File: config.mk
export PLATFORM = sky130hd
export DESIGN_NAME = generational_handle_slot_table
export DESIGN_NICKNAME = d
export VERILOG_FILES = /design/src/sv/ghst_pkg.sv /design/src/sv/generational_handle_slot_table.sv /design/src/sv/ghst_ram.sv
export VERILOG_INCLUDE_DIRS = /design/src /design/src/sv
export SDC_FILE = /design/constraint.sdc
export NUM_CORES = 2
export LEC_CHECK = 0
export BUFFER_PORTS_ARGS = -buffer_cell sky130_fd_sc_hd__buf_2
export CELL_PAD_IN_SITES_DETAIL_PLACEMENT = 1
export CELL_PAD_IN_SITES_GLOBAL_PLACEMENT = 2
export CORE_MARGIN = 2
export CORE_UTILIZATION = 30
export CTS_CLUSTER_SIZE = 16
export DETAILED_ROUTE_END_ITERATION = 10
export GPL_TIMING_DRIVEN = 0
export PLACE_DENSITY_LB_ADDON = 0.2
export SKIP_LAST_GASP = 1
export SLEW_MARGIN = 20
export SYNTH_ARGS = -nofsm -noshare
export SYNTH_HDL_FRONTEND = slang
export SYNTH_SLANG_ARGS = --single-unit
File: constraint.sdc
create_clock -name i_clk -period 8.4 [get_ports i_clk]
set_input_delay 0.84 -clock i_clk [delete_from_list [all_inputs] [get_ports i_clk]]
set_output_delay 0.84 -clock i_clk [all_outputs]
set_load 0.1 [all_outputs]
File: src/sv/generational_handle_slot_table_assert.svh
// ============================================================================
// Generational handle slot table: assertion macros
// Concurrent assertion shorthands used by the slot table RTL. They expand to
// nothing when SYNTHESIS is defined.
// ============================================================================
`ifndef GENERATIONAL_HANDLE_SLOT_TABLE_ASSERT_SVH
`define GENERATIONAL_HANDLE_SLOT_TABLE_ASSERT_SVH

`ifndef SYNTHESIS

// Same-cycle implication, disabled while reset is asserted.
`define GHST_ASSERT_IMP(lbl, clk, rst_n, ante, cons) \
    lbl: assert property (@(posedge clk) disable iff (!rst_n) (ante) |-> (cons)) \
        else $error("slot table assertion failed");

// Next-cycle implication, disabled while reset is asserted.
`define GHST_ASSERT_NXT(lbl, clk, rst_n, ante, cons) \
    lbl: assert property (@(posedge clk) disable iff (!rst_n) (ante) |=> (cons)) \
        else $error("slot table assertion failed");

`else

`define GHST_ASSERT_IMP(lbl, clk, rst_n, ante, cons)
`define GHST_ASSERT_NXT(lbl, clk, rst_n, ante, cons)

`endif

`endif

File: src/sv/ghst_pkg.sv
// ============================================================================
// Generational handle slot table package
// Sizes, command and status codes, and the free slot search.
// ============================================================================
package ghst_pkg;

    // Table geometry.
    localparam int SLOT_COUNT = 64;
    localparam int SLOT_W     = (SLOT_COUNT > 1) ? $clog2(SLOT_COUNT) : 1;

    // Word field widths.
    localparam int HANDLE_W = 32;
    localparam int GEN_W    = 32;
    localparam int IDX_W    = 7;

    // Command codes.
    typedef enum logic [1:0] {
        OP_ALLOCATE    = 2'd0,
        OP_RELEASE     = 2'd1,
        OP_VALIDATE    = 2'd2,
        OP_RELEASE_ALL = 2'd3
    } t_opcode;

    // Result status codes.
    typedef enum logic [1:0] {
        ST_OK      = 2'd0,
        ST_FULL    = 2'd1,
        ST_INVALID = 2'd2
    } t_status;

    typedef logic [SLOT_COUNT-1:0] t_slot_vec;
    typedef logic [SLOT_W-1:0]     t_slot_addr;

    // Lowest clear bit of the live vector; zero when every slot is live.
    function automatic t_slot_addr find_free(input t_slot_vec live);
        t_slot_addr res;
        res = '0;
        for (int i = SLOT_COUNT - 1; i >= 0; i--) begin
            if (!live[i]) begin
                res = SLOT_W'(i);
            end
        end
        return res;
    endfunction

endpackage

File: src/sv/generational_handle_slot_table.sv
// ============================================================================
// Generational handle slot table
// Allocates, releases and validates handles made of a slot number plus one
// and the generation of that slot.
// ============================================================================
// Usage:
//   Command channel: drive i_opcode, i_handle_index and i_handle_generation
//   with start high; the word is taken at the rising edge where busy is low.
//   busy is always low, so a command can be issued in every cycle.
//   Result channel: o_strobe is high for one cycle with o_status,
//   o_result_index and o_result_generation. The receiver cannot stall it.
//   Flow: the RAM is read at the command edge, then the check stage checks
//   the handle and updates the table, and the result word is registered
//   into the result registers. Throughput is one command per cycle.
//   Generations live in a RAM; live bits, a written bit and a pending
//   increment bit per slot live in flip-flops. Release-all only moves the live
//   bits into the pending bits, which are folded into the RAM on the next
//   allocate of that slot.
//   Reset clears every live, written and pending bit, so the table comes up
//   empty with all generations zero and is ready in the cycle after reset.
// ============================================================================
`include "generational_handle_slot_table_assert.svh"

module generational_handle_slot_table (
    input  logic                          i_clk,
    input  logic                          i_rst_n,
    input  logic                          start,
    output logic                          busy,
    input  logic [1:0]                    i_opcode,
    input  logic [ghst_pkg::HANDLE_W-1:0] i_handle_index,
    input  logic [ghst_pkg::GEN_W-1:0]    i_handle_generation,
    output logic                          o_strobe,
    output logic [1:0]                    o_status,
    output logic [ghst_pkg::IDX_W-1:0]    o_result_index,
    output logic [ghst_pkg::GEN_W-1:0]    o_result_generation
);

    // Slot state.
    ghst_pkg::t_slot_vec  r_live, n_live;
    ghst_pkg::t_slot_vec  r_pend, n_pend;
    ghst_pkg::t_slot_vec  r_wr, n_wr;

    // Check stage registers.
    logic                            r_s1_valid;
    ghst_pkg::t_opcode               r_op;
    logic [ghst_pkg::HANDLE_W-1:0]   r_idx;
    logic [ghst_pkg::GEN_W-1:0]      r_gen;
    ghst_pkg::t_slot_addr            r_addr;
    logic                            r_full;
    logic                            r_byp;
    logic [ghst_pkg::GEN_W-1:0]      r_byp_data;

    // Result registers.
    logic                            r_out_valid;
    ghst_pkg::t_status               r_status, n_status;
    logic [ghst_pkg::IDX_W-1:0]      r_res_idx, n_res_idx;
    logic [ghst_pkg::GEN_W-1:0]      r_res_gen, n_res_gen;

    // Command side.
    logic                            acc;
    ghst_pkg::t_slot_addr            rd_addr;
    logic [ghst_pkg::HANDLE_W-1:0]   idx_m1;
    logic                            n_byp;

    // Check stage logic.
    logic [ghst_pkg::GEN_W-1:0]      ram_rdata;
    logic [ghst_pkg::GEN_W-1:0]      s1_base;
    logic [ghst_pkg::GEN_W-1:0]      s1_gen;
    logic                            s1_in_range;
    logic                            s1_hit;
    logic [ghst_pkg::HANDLE_W-1:0]   s1_idx_p1;
    logic                            s1_we;
    logic [ghst_pkg::GEN_W-1:0]      s1_wdata;

    assign busy = 1'b0;
    assign acc  = start && !busy;

    // Generation store.
    ghst_ram #(
        .WIDTH (ghst_pkg::GEN_W),
        .DEPTH (ghst_pkg::SLOT_COUNT)
    ) u_gen_ram (
        .i_clk   (i_clk),
        .i_we    (s1_we),
        .i_waddr (r_addr),
        .i_wdata (s1_wdata),
        .i_raddr (rd_addr),
        .o_rdata (ram_rdata)
    );

    // Effective generation of the addressed slot, with forwarding of the
    // write made by the previous command and the pending release-all step.
    always_comb begin
        if (r_byp) begin
            s1_base = r_byp_data;
        end else if (r_wr[r_addr]) begin
            s1_base = ram_rdata;
        end else begin
            s1_base = '0;
        end
        s1_gen      = s1_base + ghst_pkg::GEN_W'(r_pend[r_addr]);
        s1_in_range = (r_idx != '0) &&
                      (r_idx <= ghst_pkg::HANDLE_W'(ghst_pkg::SLOT_COUNT));
        s1_hit      = s1_in_range && r_live[r_addr] && (s1_gen == r_gen);
        s1_idx_p1   = ghst_pkg::HANDLE_W'(r_addr) + ghst_pkg::HANDLE_W'(1);
    end

    // Command execution: next slot state, RAM write and result word.
    always_comb begin
        n_live    = r_live;
        n_pend    = r_pend;
        n_wr      = r_wr;
        s1_we     = 1'b0;
        s1_wdata  = s1_gen;
        n_status  = ghst_pkg::ST_OK;
        n_res_idx = '0;
        n_res_gen = '0;
        if (r_s1_valid) begin
            case (r_op)
                ghst_pkg::OP_ALLOCATE: begin
                    if (r_full) begin
                        n_status = ghst_pkg::ST_FULL;
                    end else begin
                        n_live[r_addr] = 1'b1;
                        n_pend[r_addr] = 1'b0;
                        n_wr[r_addr]   = 1'b1;
                        s1_we          = 1'b1;
                        s1_wdata       = s1_gen;
                        n_res_idx      = s1_idx_p1[ghst_pkg::IDX_W-1:0];
                        n_res_gen      = s1_gen;
                    end
                end
                ghst_pkg::OP_RELEASE: begin
                    if (s1_hit) begin
                        n_live[r_addr] = 1'b0;
                        n_wr[r_addr]   = 1'b1;
                        s1_we          = 1'b1;
                        s1_wdata       = s1_gen + ghst_pkg::GEN_W'(1);
                    end else begin
                        n_status = ghst_pkg::ST_INVALID;
                    end
                end
                ghst_pkg::OP_VALIDATE: begin
                    if (s1_hit) begin
                        n_res_idx = r_idx[ghst_pkg::IDX_W-1:0];
                        n_res_gen = s1_gen;
                    end else begin
                        n_status = ghst_pkg::ST_INVALID;
                    end
                end
                ghst_pkg::OP_RELEASE_ALL: begin
                    n_pend = r_pend | r_live;
                    n_live = '0;
                end
                default: begin
                    n_status = ghst_pkg::ST_INVALID;
                end
            endcase
        end
    end

    // RAM read address for the incoming word: lowest free slot after the
    // command now in the check stage, or the slot named by the handle.
    always_comb begin
        idx_m1 = i_handle_index - ghst_pkg::HANDLE_W'(1);
        if (ghst_pkg::t_opcode'(i_opcode) == ghst_pkg::OP_ALLOCATE) begin
            rd_addr = ghst_pkg::find_free(n_live);
        end else begin
            rd_addr = idx_m1[ghst_pkg::SLOT_W-1:0];
        end
        n_byp = s1_we && (r_addr == rd_addr);
    end

    // Control state.
    always_ff @(posedge i_clk) begin
        if (!i_rst_n) begin
            r_live      <= '0;
            r_pend      <= '0;
            r_wr        <= '0;
            r_s1_valid  <= 1'b0;
            r_out_valid <= 1'b0;
        end else begin
            r_live      <= n_live;
            r_pend      <= n_pend;
            r_wr        <= n_wr;
            r_s1_valid  <= acc;
            r_out_valid <= r_s1_valid;
        end
    end

    // Command and result payload.
    always_ff @(posedge i_clk) begin
        if (acc) begin
            r_op       <= ghst_pkg::t_opcode'(i_opcode);
            r_idx      <= i_handle_index;
            r_gen      <= i_handle_generation;
            r_addr     <= rd_addr;
            r_full     <= &n_live;
            r_byp      <= n_byp;
            r_byp_data <= s1_wdata;
        end
        r_status  <= n_status;
        r_res_idx <= n_res_idx;
        r_res_gen <= n_res_gen;
    end

    assign o_strobe            = r_out_valid;
    assign o_status            = r_status;
    assign o_result_index      = r_res_idx;
    assign o_result_generation = r_res_gen;

    // Every word in the check stage yields exactly one result in the next cycle.
    `GHST_ASSERT_NXT(a_check_to_result, i_clk, i_rst_n, r_s1_valid, r_out_valid)
    `GHST_ASSERT_NXT(a_no_stray_result, i_clk, i_rst_n, !r_s1_valid, !r_out_valid)

    // A table-full result means every slot is still live.
    `GHST_ASSERT_IMP(a_full_all_live, i_clk, i_rst_n,
        r_out_valid && (r_status == ghst_pkg::ST_FULL), &r_live)

    // A pending generation step only exists on a free slot.
    `GHST_ASSERT_IMP(a_pend_not_live, i_clk, i_rst_n, 1'b1, (r_pend & r_live) == '0)

    // Release-all leaves no live slot.
    `GHST_ASSERT_NXT(a_release_all_clears, i_clk, i_rst_n,
        r_s1_valid && (r_op == ghst_pkg::OP_RELEASE_ALL), r_live == '0)

endmodule

File: src/sv/ghst_ram.sv
// ============================================================================
// Generic single-port-write RAM
// One write port and one read port, read data registered.
// ============================================================================
module ghst_ram #(
    parameter int WIDTH = 32,
    parameter int DEPTH = 64
) (
    input  logic                                        i_clk,
    input  logic                                        i_we,
    input  logic [((DEPTH > 1) ? $clog2(DEPTH) : 1)-1:0] i_waddr,
    input  logic [WIDTH-1:0]                            i_wdata,
    input  logic [((DEPTH > 1) ? $clog2(DEPTH) : 1)-1:0] i_raddr,
    output logic [WIDTH-1:0]                            o_rdata
);

    logic [WIDTH-1:0] mem [DEPTH];

    // Write port.
    always_ff @(posedge i_clk) begin
        if (i_we) begin
            mem[i_waddr] <= i_wdata;
        end
    end

    // Registered read port.
    always_ff @(posedge i_clk) begin
        o_rdata <= mem[i_raddr];
    end

endmodule
==> flow_results.org <==
** Global route
- The first global-routing pass estimated 608 mm of wire.
- Via count of the first global-routing pass :: ~74000
- Total routing resource utilization after global routing :: 25.4%
- Overflow after GRT :: 0
- Antenna violations before repair :: 42
- Entering global routing, the biggest net connects 58 pins.

** Cells and area
- Most common library cell in the layout ignoring fill and taps :: sky130_fd_sc_hd__edfxtp_1
- In the layout the commonest cells are 2154 x sky130_fd_sc_hd__edfxtp_1, 1531 x sky130_fd_sc_hd__nand2_1, 523 x sky130_fd_sc_hd__nand3_1.
- Compared with the post-synthesis result, the final layout area differs by 28.6%.
- Of the cells placed in the final design, the portion with a size suffix greater than 1 is about a quarter.
- Final Net Count :: 8798

** Setup path
- Class of the most critical setup path :: reg -> reg
- The worst setup path is captured at a register.
- Critical path's slowest cell :: sky130_fd_sc_hd__and3_1
- The number of buffers and inverters on the critical path is 14.
- At the worst endpoint, the required time is slightly above 9 ns.
- In this design, the stage delay of the slowest critical-path cell is ~0.83 ns.
- The most numerous cell type found on the critical path is sky130_fd_sc_hd__buf_4.
- At the worst endpoint, the arrival time is roughly 11 ns.
- Kind of start point of the critical path :: register
- In this run the worst path has a maximum fanout of 12.
- Delay-heaviest family, CP :: compound AO/OA/AOI/OAI gates

** Floorplanning
- Core Rows :: around 210
- I/O pin total :: about 110
- Die area :: ~340000 µm²
- After floorplanning, the core was sized to cover around 330000 µm².
- Chip width :: a little under 600 µm
- For this configuration, the core starts out at a cell density of 30.2%.
- The floorplan step set the die height to ~600 µm.

** STA
- Setup repair after global routing missed its margin :: yes
- Final Max Slew Viols :: 0
- The number of hold violations in the final report was 0.
- Based on the critical path, the design can be clocked at up to between 100 and 150 MHz.
- Final Critical Period :: roughly 9.7 ns
- Period utilisation layout :: 116%
- Setup violations remaining at the end of the flow were counted as 52.
- Setup_tns :: -40.65 ns
- Post-route worst setup slack :: -1.34 ns
- The clock arrives with 0.0503 ns of skew.
- Worst-Margin Slew :: between 1 and 1.5 ns
- Hold is met by a little under 0.1 ns.
- Worst slew margin relative to its limit :: approximately 16%

** Clock tree
- Post-CTS clock slew at the launch and capture registers of the worst setup and hold paths :: roughly 0.06 ns
- Clock network latency to the later pin of the worst-skew pair :: between 0.9 and 1 ns
- The tree is rooted in a sky130_fd_sc_hd__clkbuf_16.
- TritonCTS built the clock tree.
- The clock tree synthesis step divided the H-tree into 5 levels.
- Buffer levels on the longest clock path :: 4
- TritonCTS sink count :: about 2400
- Number of clock buffers inserted by TritonCTS :: ~280

** Logic synthesis
- Library cell with the largest summed area after synthesis :: sky130_fd_sc_hd__edfxtp_1
- After synthesis, the netlist uses roughly 110 different library cells.
- Number of synthesis warnings :: 0
- Sequential area share after synthesis :: a little over two thirds
- Fraction of post-synthesis cell area in the top cell type by area :: 64.3%
- Flop and latch count out of synthesis :: ~2400
- Synthesized area per cell :: about 13 µm²
- The most used flip-flop cell after synthesis is sky130_fd_sc_hd__edfxtp_1.
- Leading cell types by total area after synthesis :: sky130_fd_sc_hd__edfxtp_1 64%, sky130_fd_sc_hd__nand2_1 5.8%, sky130_fd_sc_hd__dfxtp_1 5.3%
- Number of instances in the synthesized netlist :: just under 8000
- The cell area that synthesis handed to floorplanning was 101000 µm².
- The number of nets handed over by synthesis was around 7900.
- Of all flip-flops after synthesis, the portion carrying an async set or reset was 0%.
- Number of flops mapped to enable cells by yosys :: around 2200

** Routing
- The count of nets left with antenna violations once routing finished came out at 0.
- For this block, the routed nets add up to approximately 440 mm of wire.
- Count of vias placed by the detailed router :: between 70000 and 80000
- Dividing the detail-routed via count by the number of cells gives 5.47.
- Starting DRT DRC Count :: 6948
- For this run, design rule violations remaining after detail routing come to 0.
- Final routed wire length divided by cell count :: roughly 33 µm
- Number of iterations in the first detailed-routing pass :: 6

** Power
- Power spread over the standard cell area amounts to roughly 240 nW/µm².
- Maximum ir drop on the vdd rail :: roughly 0.15 mV
- The analysis attributes to cell leakage a power of 43.0 nW.

** Placed design
- Sum of net half-perimeters after detailed placement :: 330 mm
- Number of buffers inserted by port buffering :: roughly 110
- Worst slack after detailed placement :: -7.76 ns
- GP Congestion :: around 0.95

** Run status
- Violated checks :: setup timing
- Result of the run :: finished with violations

** Job
- Number of max-cap violations :: 0

** Hold path
- The worst hold path belongs to the class in -> reg.
-- cells in the mapped netlist (104+ instances only) --
cell,count
sky130_fd_sc_hd__o221ai_1,138
sky130_fd_sc_hd__nor3_1,104
sky130_fd_sc_hd__dfxtp_1,267
sky130_fd_sc_hd__nand3_1,539
sky130_fd_sc_hd__nor2b_1,116
sky130_fd_sc_hd__nor2_1,354
sky130_fd_sc_hd__nand2_1,1547
sky130_fd_sc_hd__buf_2,136
sky130_fd_sc_hd__o21ai_0,209
sky130_fd_sc_hd__edfxtp_1,2154
sky130_fd_sc_hd__a21oi_1,444
sky130_fd_sc_hd__clkbuf_1,302
sky130_fd_sc_hd__mux2i_1,285
-- through the flow --
stage / cell area (µm²) / utilization [%] / std cells / power (mW)
finish: 129000 / 38.8 / 13300 / 30.9
global route: 129000 / 38.8 / 13300 / 31.7
CTS: 128000 / 38.2 / 13300 / 30.9
detailed placement: 112000 / 33.7 / 12600 / 18.0
global placement: 107000 / 32.0 / 12400 / 17.6
floorplan: 101000 / - / 7860 / 15.6
-- report_power, final --
group	internal [mW]	leakage (nW)	switching, mW
logic	1.51	16.6	3.35
clock network	7.15	4.42	5.17
registers	13.6	22.0	0.0824
-- worst paths after layout --
path | startpoint | end | slack [ns] | cells past startpoint
hold / removal | i_handle_index[23] | r_idx[23] | 0.1 | 1
setup reg to reg | r_addr[5] | u_gen_ram.o_rdata[16] | -1.34 | 39
hold reg to reg | r_wr[5] | r_wr[5] | 0.47 | 1
setup / recovery | r_addr[5] | u_gen_ram.o_rdata[16] | -1.34 | 39
-- state kept, by name, summed over array words and instances, names as in the netlist, 2 cells and up --
signal	cells
o_status	2
r_idx	32
r_addr	6
r_gen	32
r_pend	64
r_wr	64
o_result_index	7
r_byp_data	32
o_result_generation	32
u_gen_ram.o_rdata	32
r_live	64
u_gen_ram.mem	2048
r_op	2
-- area by class of cell --
cell class,instances,area [µm²]
diodes,17,42.5
clock inverters,138,1350
plain buffers,509,3870
inverters,46,203
fillers,34400,204000
clock buffers,369,7700
repair buffers,576,6800
multi-input cells,4880,33900
flip-flops and latches,2421,70000
well taps,4387,5490
-- metal layers --
| layer | vias to the layer above | wire length, µm | GRT usage, % |
|---|---|---|---|
| met4 | 4 | 22800 | 11.7 |
| met5 | - | 23 | 0 |
| li1 | 31400 | - | - |
| met2 | 2534 | 200000 | 39.8 |
| met3 | 658 | 26400 | 3.45 |
| met1 | 38300 | 193000 | 35.0 |
-- logic make-up after synthesis --
family | synth area share, %
AND/OR/NAND/NOR | 13.1
adder cells (fa/ha/maj) | 0.137
AO/OA/AOI/OAI | 9.97
flip-flops | 69.6
buffers and inverters | 2.48
multiplexers | 3.78
other | 0.00373
XOR/XNOR | 0.956
-- what timing repair did --
item / CTS / global route
setup endpoints to repair: 4336 / 1830
pin swaps: 110 / 107
cloned: 6 / 3
setup buffers: 122 / 53
resized for setup: 1122 / 311
hold buffers: 0 / 0
Note: power is estimated with default switching activity, not from simulation.
